<file path="config.mk">
export PLATFORM = sky130hd
export DESIGN_NAME = sorted_unique_set_top
export DESIGN_NICKNAME = d
export VERILOG_FILES = /design/src/hdl/sus_pkg.sv /design/src/hdl/sus_ctrl.sv /design/src/hdl/sus_dpath.sv /design/src/hdl/sorted_unique_set_top.sv
export VERILOG_INCLUDE_DIRS = /design/src /design/src/hdl
export SDC_FILE = /design/constraint.sdc
export NUM_CORES = 2
export LEC_CHECK = 0
export ABC_AREA = 1
export BUFFER_PORTS_ARGS = -buffer_cell sky130_fd_sc_hd__buf_2
export CAP_MARGIN = 30
export CORE_MARGIN = 1
export CORE_UTILIZATION = 65
export CTS_CLUSTER_DIAMETER = 150
export DETAILED_ROUTE_END_ITERATION = 8
export PLACE_DENSITY = 0.87
export RECOVER_POWER = 25
export SYNTH_ARGS = -nofsm -noshare
export SYNTH_HDL_FRONTEND = slang
export SYNTH_SLANG_ARGS = --single-unit
export TNS_END_PERCENT = 30
</file>
<file path="constraint.sdc">
create_clock -name clock -period 3.5 [get_ports clock]
set_input_delay 0.35 -clock clock [delete_from_list [all_inputs] [get_ports clock]]
set_output_delay 0.35 -clock clock [all_outputs]
set_load 0.02 [all_outputs]
</file>
<file path="src/hdl/sorted_unique_set_top_defines.svh">
// Assertion macros shared by the sorted set RTL
`ifndef SORTED_UNIQUE_SET_TOP_DEFINES_SVH
`define SORTED_UNIQUE_SET_TOP_DEFINES_SVH

`ifndef SYNTHESIS

`define SUS_ASSERT_ALWAYS(name, expr) \
   name: assert property (@(posedge clock) disable iff (reset) (expr)) \
      else $error("sorted set assertion failed");

`define SUS_ASSERT_SAME(name, ante, cons) \
   name: assert property (@(posedge clock) disable iff (reset) (ante) |-> (cons)) \
      else $error("sorted set assertion failed");

`define SUS_ASSERT_NEXT(name, ante, cons) \
   name: assert property (@(posedge clock) disable iff (reset) (ante) |=> (cons)) \
      else $error("sorted set assertion failed");

`else

`define SUS_ASSERT_ALWAYS(name, expr)
`define SUS_ASSERT_SAME(name, ante, cons)
`define SUS_ASSERT_NEXT(name, ante, cons)

`endif

`endif

</file>
<file path="src/hdl/sus_pkg.sv">
// Types and constants of the sorted set block
package sus_pkg;

   localparam int VALUE_W  = 32;
   localparam int STATUS_W = 3;
   localparam int COUNT_W  = 5;

   localparam logic FUNC_INSERT = 1'b0;
   localparam logic FUNC_REMOVE = 1'b1;

   localparam logic [STATUS_W-1:0] STATUS_INSERTED  = 3'd0;
   localparam logic [STATUS_W-1:0] STATUS_REMOVED   = 3'd1;
   localparam logic [STATUS_W-1:0] STATUS_DUPLICATE = 3'd2;
   localparam logic [STATUS_W-1:0] STATUS_NOT_FOUND = 3'd3;
   localparam logic [STATUS_W-1:0] STATUS_FULL      = 3'd4;

   typedef struct packed {
      logic load;
      logic compare;
      logic commit;
   } cmd_type;

endpackage

</file>
<file path="src/hdl/sus_ctrl.sv">
// Sequencer of the sorted set: accept, compare, commit and result handshake
`include "sorted_unique_set_top_defines.svh"

module sus_ctrl (
   input  logic             clock,
   input  logic             reset,
   input  logic             req_valid,
   output logic             req_ready,
   output logic             rsp_valid,
   input  logic             rsp_ready,
   output sus_pkg::cmd_type cmd
);
   import sus_pkg::*;

   localparam logic [1:0] ST_IDLE = 2'd0;
   localparam logic [1:0] ST_CMP  = 2'd1;
   localparam logic [1:0] ST_UPD  = 2'd2;

   logic [1:0] state_ff;
   logic [1:0] state_in;
   logic       rsp_valid_ff;
   logic       rsp_valid_in;
   logic       out_free;
   logic       accept;
   logic       commit;

   assign out_free  = !rsp_valid_ff || rsp_ready;
   assign commit    = (state_ff == ST_UPD) && out_free;
   assign req_ready = (state_ff == ST_IDLE) || commit;
   assign accept    = req_valid && req_ready;
   assign rsp_valid = rsp_valid_ff;

   assign cmd.load    = accept;
   assign cmd.compare = (state_ff == ST_CMP);
   assign cmd.commit  = commit;

   always_comb begin
      state_in = state_ff;
      unique case (state_ff)
         ST_IDLE: begin
            if (accept) state_in = ST_CMP;
         end
         ST_CMP: begin
            state_in = ST_UPD;
         end
         ST_UPD: begin
            if (commit) state_in = accept ? ST_CMP : ST_IDLE;
         end
         default: begin
            state_in = ST_IDLE;
         end
      endcase
   end

   always_comb begin
      rsp_valid_in = rsp_valid_ff;
      if (commit) rsp_valid_in = 1'b1;
      else if (rsp_ready) rsp_valid_in = 1'b0;
   end

   always_ff @(posedge clock) begin
      if (reset) begin
         state_ff     <= ST_IDLE;
         rsp_valid_ff <= 1'b0;
      end else begin
         state_ff     <= state_in;
         rsp_valid_ff <= rsp_valid_in;
      end
   end

   `SUS_ASSERT_NEXT(a_accept_to_cmp, accept, state_ff == ST_CMP)
   `SUS_ASSERT_NEXT(a_cmp_to_upd, state_ff == ST_CMP, state_ff == ST_UPD)
   `SUS_ASSERT_NEXT(a_commit_shows_rsp, commit, rsp_valid_ff)

endmodule

</file>
<file path="src/hdl/sus_dpath.sv">
// Datapath of the sorted set: row of value cells with parallel compare and shift
`include "sorted_unique_set_top_defines.svh"

module sus_dpath #(
   parameter  int CAPACITY = 16,
   localparam int CNT_W    = $clog2(CAPACITY + 1)
) (
   input  logic                                   clock,
   input  logic                                   reset,
   input  sus_pkg::cmd_type                       cmd,
   input  logic                                   req_func,
   input  logic signed [sus_pkg::VALUE_W-1:0]     req_value,
   output logic        [sus_pkg::STATUS_W-1:0]    rsp_status,
   output logic        [sus_pkg::COUNT_W-1:0]     rsp_count
);
   import sus_pkg::*;

   logic                      func_ff;
   logic signed [VALUE_W-1:0] value_ff;
   logic signed [VALUE_W-1:0] entry_ff [CAPACITY];
   logic signed [VALUE_W-1:0] entry_in [CAPACITY];
   logic [CAPACITY-1:0]       occ_ff;
   logic [CAPACITY-1:0]       occ_in;
   logic [CAPACITY-1:0]       lt_ff;
   logic [CAPACITY-1:0]       lt_in;
   logic [CAPACITY-1:0]       eq_ff;
   logic [CAPACITY-1:0]       eq_in;
   logic [CNT_W-1:0]          count_ff;
   logic [CNT_W-1:0]          count_in;
   logic [STATUS_W-1:0]       status_ff;
   logic [STATUS_W-1:0]       status_in;
   logic                      hit;
   logic                      full;
   logic                      do_ins;
   logic                      do_rem;

   assign hit    = |eq_ff;
   assign full   = occ_ff[CAPACITY-1];
   assign do_ins = cmd.commit && (func_ff == FUNC_INSERT) && !hit && !full;
   assign do_rem = cmd.commit && (func_ff == FUNC_REMOVE) && hit;

   always_comb begin
      priority if (func_ff == FUNC_REMOVE) begin
         status_in = hit ? STATUS_REMOVED : STATUS_NOT_FOUND;
      end else if (hit) begin
         status_in = STATUS_DUPLICATE;
      end else if (full) begin
         status_in = STATUS_FULL;
      end else begin
         status_in = STATUS_INSERTED;
      end
   end

   always_comb begin
      count_in = count_ff;
      if (do_ins) count_in = count_ff + CNT_W'(1);
      else if (do_rem) count_in = count_ff - CNT_W'(1);
   end

   for (genvar i = 0; i < CAPACITY; i++) begin : g_cell
      logic signed [VALUE_W-1:0] prev_val;
      logic signed [VALUE_W-1:0] next_val;
      logic                      at_pos;
      logic                      prev_occ;
      logic                      next_occ;

      if (i == 0) begin : g_first
         assign prev_val = value_ff;
         assign at_pos   = 1'b1;
         assign prev_occ = 1'b1;
      end else begin : g_rest
         assign prev_val = entry_ff[i-1];
         assign at_pos   = lt_ff[i-1];
         assign prev_occ = occ_ff[i-1];
      end

      if (i == CAPACITY - 1) begin : g_last
         assign next_val = entry_ff[i];
         assign next_occ = 1'b0;
      end else begin : g_inner
         assign next_val = entry_ff[i+1];
         assign next_occ = occ_ff[i+1];
      end

      assign lt_in[i] = occ_ff[i] && (entry_ff[i] < value_ff);
      assign eq_in[i] = occ_ff[i] && (entry_ff[i] == value_ff);

      always_comb begin
         entry_in[i] = entry_ff[i];
         occ_in[i]   = occ_ff[i];
         if (do_ins) begin
            occ_in[i] = prev_occ;
            if (!lt_ff[i]) entry_in[i] = at_pos ? value_ff : prev_val;
         end else if (do_rem) begin
            occ_in[i] = next_occ;
            if (!lt_ff[i]) entry_in[i] = next_val;
         end
      end

      always_ff @(posedge clock) begin
         entry_ff[i] <= entry_in[i];
      end
   end

   always_ff @(posedge clock) begin
      if (cmd.load) begin
         func_ff  <= req_func;
         value_ff <= req_value;
      end
      if (cmd.compare) begin
         lt_ff <= lt_in;
         eq_ff <= eq_in;
      end
      if (cmd.commit) status_ff <= status_in;
   end

   always_ff @(posedge clock) begin
      if (reset) begin
         occ_ff   <= '0;
         count_ff <= '0;
      end else begin
         occ_ff   <= occ_in;
         count_ff <= count_in;
      end
   end

   assign rsp_count  = COUNT_W'(count_ff);
   assign rsp_status = status_ff;

   `SUS_ASSERT_ALWAYS(a_occ_matches_count, $countones(occ_ff) == count_ff)
   `SUS_ASSERT_NEXT(a_insert_grows, do_ins, count_ff == $past(count_ff) + CNT_W'(1))
   `SUS_ASSERT_SAME(a_no_dual_update, do_ins || do_rem, !(do_ins && do_rem))

endmodule

</file>
<file path="src/hdl/sorted_unique_set_top.sv">
// Top level of the sorted set of distinct signed 32-bit values
//
//   channel   direction  ports                              handshake
//   request   in         req_func, req_value                req_valid / req_ready
//   response  out        rsp_status, rsp_count              rsp_valid / rsp_ready
//
// A transaction first compares the value against every cell in parallel, then
// shifts the cell row and loads the response register.
// The next transaction is taken in the commit cycle, so a new request is accepted
// while the last one commits, as long as the response side keeps up.
// A response that is not taken holds the commit cycle and stalls the request side.
// Reset is synchronous and empties the set at once; no clearing pass is needed.
module sorted_unique_set_top #(
   parameter int CAPACITY = 16
) (
   input  logic                                clock,
   input  logic                                reset,
   input  logic                                req_valid,
   output logic                                req_ready,
   input  logic                                req_func,
   input  logic signed [sus_pkg::VALUE_W-1:0]  req_value,
   output logic                                rsp_valid,
   input  logic                                rsp_ready,
   output logic        [sus_pkg::STATUS_W-1:0] rsp_status,
   output logic        [sus_pkg::COUNT_W-1:0]  rsp_count
);
   import sus_pkg::*;

   cmd_type cmd;

   sus_ctrl u_ctrl (
      .clock     (clock),
      .reset     (reset),
      .req_valid (req_valid),
      .req_ready (req_ready),
      .rsp_valid (rsp_valid),
      .rsp_ready (rsp_ready),
      .cmd       (cmd)
   );

   sus_dpath #(
      .CAPACITY (CAPACITY)
   ) u_dpath (
      .clock      (clock),
      .reset      (reset),
      .cmd        (cmd),
      .req_func   (req_func),
      .req_value  (req_value),
      .rsp_status (rsp_status),
      .rsp_count  (rsp_count)
   );

endmodule

</file>
## Word-level counts from Yosys, hierarchy flattened

Memory sizes are Yosys's and may differ from the RTL's.
Cells that the tools add are included.

- Input bits: 37
- Logic and storage cells: 219
- Bits in writable memories: 512
- Memories kept: 1
- Flip-flop bits (word level): 92

Memory list:

| memory | words | bits a word | read ports | clocked after memory_dff | write ports | RTL line | text |
|---|---|---|---|---|---|---|---|
| u_dpath.entry_ff | 16 | 32 | 16 | 0 | 16 | sus_dpath.sv:20 | `logic signed [VALUE_W-1:0] entry_ff [CAPACITY];` |

- Bitwise operators: 1
- Mux-type cells: 121
- Magnitude comparators: 16
- Add/subtract/negate cells: 2
- Equal/unequal tests: 20
- Reductions and logical operators: 49

Operators with widths:

| cell | count |
|---|---|
| $mux W32 | 77 |
| $eq A32 B32 Y1 | 16 |
| $lt A32 B32 Y1 | 16 |
| $logic_and A1 B1 Y1 | 39 |
| $mux W1 | 35 |
| $reduce_or A16 Y1 | 1 |
| $mux W5 | 2 |
| $mux W3 | 3 |
| $mux W2 | 3 |
| $pmux W2 S3 | 1 |
| $add A5 B1 Y5 const B | 1 |
| $sub A5 B1 Y5 const B | 1 |
| $ne A2 B1 Y1 const B | 2 |
| $reduce_bool A2 Y1 | 2 |
| $logic_not A1 Y1 | 3 |
| $eq A2 B1 Y1 const B | 1 |
| $eq A2 B2 Y1 const B | 1 |
| $logic_not A2 Y1 | 1 |
| $logic_or A1 B1 Y1 | 2 |
| $reduce_and A2 Y1 | 1 |
| $not A1 Y1 | 1 |

## Logic depth before layout (Yosys ltp)

- Depth in word-level cells: 8
- Gate-level depth with buffers: 19
- Depth with buffers taken out: 16

## Cells and area by module

From an unflattened synthesis, not the netlist that was laid out.

- Cell total of the unflattened synthesis: 5174
- Area, all modules: 42259.3 µm²

Modules (own cells, without submodules):

| module | seq. area each (µm²) | cells an instance | instances | area each (µm²) |
|---|---|---|---|---|
| sus_dpath | 17837.1 | 5152 | 1 | 42097.9 |
| sus_ctrl | 60.1 | 22 | 1 | 161.4 |

## Worst setup path before layout

OpenSTA, ideal clock, no wires.

- Kind: register to register
- Start point: register u_ctrl.rsp_valid (netlist name)
- End point: memory u_dpath.entry_ff[15][0], in the netlist u_dpath.entry_ff[7][32] (enable)
- Buffers on the path: 3
- Arrival time: 2.602 ns
- Required time: 3.079 ns
- Cell stages (with the launch flop): 9
- Path slack: 0.477 ns
- Setup time: 0.421 ns
- Period minus slack after synthesis: 3.023 ns
- Cell sequence: dfxtp_1 -> nand2_1 -> nand2_2 -> nor3_2 -> nand2_2 -> buf_6 -> buf_6 -> buf_6 -> nor2_1

RTL lines:

| item | RTL line |
|---|---|
| end: declaration | sus_dpath.sv:20 |

## Worst setup path after layout

- Start point: register u_ctrl.state_ff[0]
- End point: register u_dpath.eq_ff[13] (enable)

- Cells in the longest elaborated chain, start to end: 1

RTL lines:

| item | RTL line | text |
|---|---|---|
| start: declaration | sus_ctrl.sv:19 | `logic [1:0] state_ff;` |
| start signal: assignment | sus_ctrl.sv:66 | `state_ff <= state_in;` |
| $eq A2 B1 Y1 | sus_ctrl.sv:34 | `assign cmd.compare = (state_ff == ST_CMP);` |
| end signal: assignment | sus_dpath.sv:112 | `eq_ff <= eq_in;` |
| end: declaration | sus_dpath.sv:26 | `logic [CAPACITY-1:0] eq_ff;` |

No other way between the ends.
A chain may end at the register's enable or synchronous reset.

==> results.sh <==
export IMPL_status="finished, violations left"
export IMPL_violations="negative hold slack, max-capacitance violations, max-slew violations"
export IMPL_busiest_layer="met2"
export IMPL_pre_cts_ws_ns=0.509
export IMPL_cts_tree="yes"
export IMPL_grt_use_met2=0.514
export IMPL_io_pins=47
export IMPL_wirelength_mm=98.5
export IMPL_layout_setup_ws_ns=0.296
export IMPL_holdWs_ns=-0.0108
export IMPL_fin_tns_setup_ns=0
export IMPL_vias_per_cell=5.98
export IMPL_clk_latency_ns=0.63
export IMPL_dp_hpwl_mm=70.0
export IMPL_via_count=33724
export IMPL_slowest_delay_ns=1.67
export IMPL_synthDominantCellAreaShare=0.425
export IMPL_rows=91
export IMPL_internal_power_uw=13100
export IMPL_cts_resized=0
export IMPL_postCtsHoldBufs=33
export IMPL_critPathMaxFanout=18
export IMPL_cts_made_buffers=67
export IMPL_place_congestion=0.888
export IMPL_die_h_um=253
export IMPL_antenna_cells=0
export IMPL_rsz0062_at_grt="no"
export IMPL_p_clk_frac=0.407
export IMPL_crit_path_end_kind="flop"
export IMPL_synth_top_cells_by_area="edfxtp_1 42%, ha_1 16%, nand2_1 14%"
export IMPL_fp_dieW_um=253
export IMPL_drc=0
export IMPL_cp_required_ns=3.75
export IMPL_power_density_nw_per_um2=400
export IMPL_core_um2=62100
export IMPL_slew_viol_final=60
export IMPL_area_growth_synth_to_final_pct=8.05
export IMPL_drv_cap=3
export IMPL_p_sw_uw=4580
export IMPL_cp_buffers_inverters=2
export IMPL_design_die_area_um2=64100
export IMPL_syn_nets=5313
export IMPL_power_frac_seq=0.464
export IMPL_fin_crit_ns=3.20
export IMPL_grt_use_met3=0.0412
export IMPL_cts_max_path_buffers=3
export IMPL_netlist_area_um2=41000
export IMPL_cts_sinks=604
export IMPL_critical_path_arrival_ns=3.45
export IMPL_clk_pin_slew_ns=0.06
export IMPL_async_reset_ff_frac=0
export IMPL_cts_root_buf="clkbuf_16"
export IMPL_synth_edf_count=580
export IMPL_grt_pass1_vias=32014
export IMPL_globalRouteOverflowTotal=0
export IMPL_p_leak_uw=0.0191
export IMPL_synth_flop_cell="edfxtp_1"
export IMPL_setup_violations=0
export IMPL_ys_seq_elements=604
export IMPL_drtPass1Iterations=7
export IMPL_final_fill_count=4345
export IMPL_yosys_area_top_type="edfxtp_1"
export IMPL_most_common_layout_cells="1505 x nand2_1, 651 x o21ai_0, 580 x edfxtp_1, 516 x ha_1, 275 x a21oi_1"
export IMPL_fin_skew_ns=0.0242
export IMPL_crit_chain="inv_1 -> nor2_1 -> clkbuf_2"
export IMPL_fin_util=0.714
export IMPL_htree_levels=3
export IMPL_max_slew_margin=-0.531
export IMPL_avgSynthCellArea_um2=8.61
export IMPL_start_util=0.661
export IMPL_cp_top_family="simple AND/OR/NAND/NOR gates"
export IMPL_grt_max_degree=167
export IMPL_cp_slowest_cell="nor2_1"
export IMPL_final_period_utilization=0.915
export IMPL_drive_gt1_frac=0.0691
export IMPL_switching_share=0.258
export IMPL_worstMarginPinSlew_ns=2.29
export IMPL_grtUsageTotal=0.308
export IMPL_io_buffers=46
export IMPL_comb_power_share=0.129
export IMPL_syn_inst=4759
export IMPL_use_met1=0.400
export IMPL_hold_class="primary input to flop"
export IMPL_irDropWorstVdd_mv=0.429
export IMPL_antenna_left=0
export IMPL_antenna_found_initial=0
export IMPL_max_freq_mhz=312
export IMPL_synth_cell_types=32
export IMPL_synth_seq_area_share=0.437
export IMPL_critPathLaunchType="flop"
export IMPL_yosys_warnings=0
export IMPL_hold_viol_final=1
export IMPL_wl_per_cell_um=17.5
export IMPL_final_common_cell="nand2_1"
export IMPL_post_cts_setup_buffers=0
export IMPL_drt_iter0_drc=3489
export IMPL_grt_pass1_wl_mm=159
export IMPL_nets=5304
export IMPL_worstSetupPathType="flop to flop"
==> state kept, by name (all words and copies together), names as in the netlist <==
signal and count:
u_dpath.entry_ff 512, u_dpath.g_cell.prev_val 32, u_dpath.eq_ff 16, u_dpath.lt_ff 16, u_dpath.occ_ff 16, u_dpath.rsp_count 5
u_dpath.rsp_status 3, u_ctrl.state_ff 2, u_ctrl.rsp_valid 1, u_dpath.func_ff 1
==> power groups by stage <==
stage | Clock [µW] | Sequential, µW | Combinational, µW
6_report | 7200 | 8220 | 2280
5_1_grt | 7510 | 8240 | 2590
3_3_place_gp | 0 | 8360 | 2040
2_1_floorplan | 0 | 8280 | 1600
4_1_cts | 7270 | 8210 | 2280
3_5_place_dp | 0 | 8360 | 2210
==> cell families after synthesis <==
| family | Yosys count | share of synthesized area |
|---|---|---|
| buf+inv | 457 | 0.0534 |
| simple gates | 1871 | 0.178 |
| compound gates | 1308 | 0.174 |
| xor+xnor | 2 | 0.000427 |
| fa+ha+maj | 517 | 0.158 |
| flops | 604 | 0.437 |
==> area by class of cell <==
class	count	area [µm²]	area share
multi-input cells	3698	21000	0.473
flip-flops and latches	604	17900	0.404
clock buffers	93	1920	0.0433
repair buffers	172	1420	0.0320
well taps	837	1050	0.0236
inverters	207	777	0.0175
clock inverters	28	279	0.00630
==> worst register-to-register path: cells and delay by family (launching register included) <==
kind / cells / cell delay (ns)
AND/OR/NAND/NOR: 1 / 1.67
buffers and inverters: 2 / 0.75
flip-flops: 1 / 0.39
==> through the flow <==
stage	total power (µW)	hold WS, ns	std cells	area [µm²]
finish	17700	-0.0108	5639	44300
global route	18300	-0.00333	5639	44300
CTS	17800	0.00819	5639	44400
detailed placement	10600	0.522	5485	41900
global placement	10400	0.472	5479	41800
floorplan	9880	0.419	4759	41000
==> synth_stat cells (17+ instances only) <==
cell	n
a21oi_1	275
and3_1	17
buf_1	40
buf_6	61
clkbuf_1	138
clkinv_1	32
dfxtp_1	24
edfxtp_1	580
ha_1	516
inv_1	173
nand2_1	1503
nand3_1	46
nand4_1	33
nor2_1	224
nor3_1	34
o21a_1	31
o21ai_0	530
o21ai_1	332
o21ai_2	108
==> final timing paths <==
| check | slack [ns] | start | to | depth (start not counted) |
|---|---|---|---|---|
| max | 0.30 | u_ctrl.state_ff[0] | u_dpath.eq_ff[13] | 3 |
| min | -0.01 | req_valid | u_ctrl.state_ff[0] | 3 |
| max reg2reg | 0.30 | u_ctrl.state_ff[0] | u_dpath.eq_ff[13] | 3 |
| min reg2reg | 0.51 | u_ctrl.rsp_valid | u_ctrl.rsp_valid | 2 |
==> metal layers <==
layer	vias to the layer above	routed length (µm)
met4	0	4130
met1	15499	41400
met2	1342	46200
met3	255	6710
li1	16628	-
met5	-	0
Note: power is estimated with default switching activity, not from simulation.
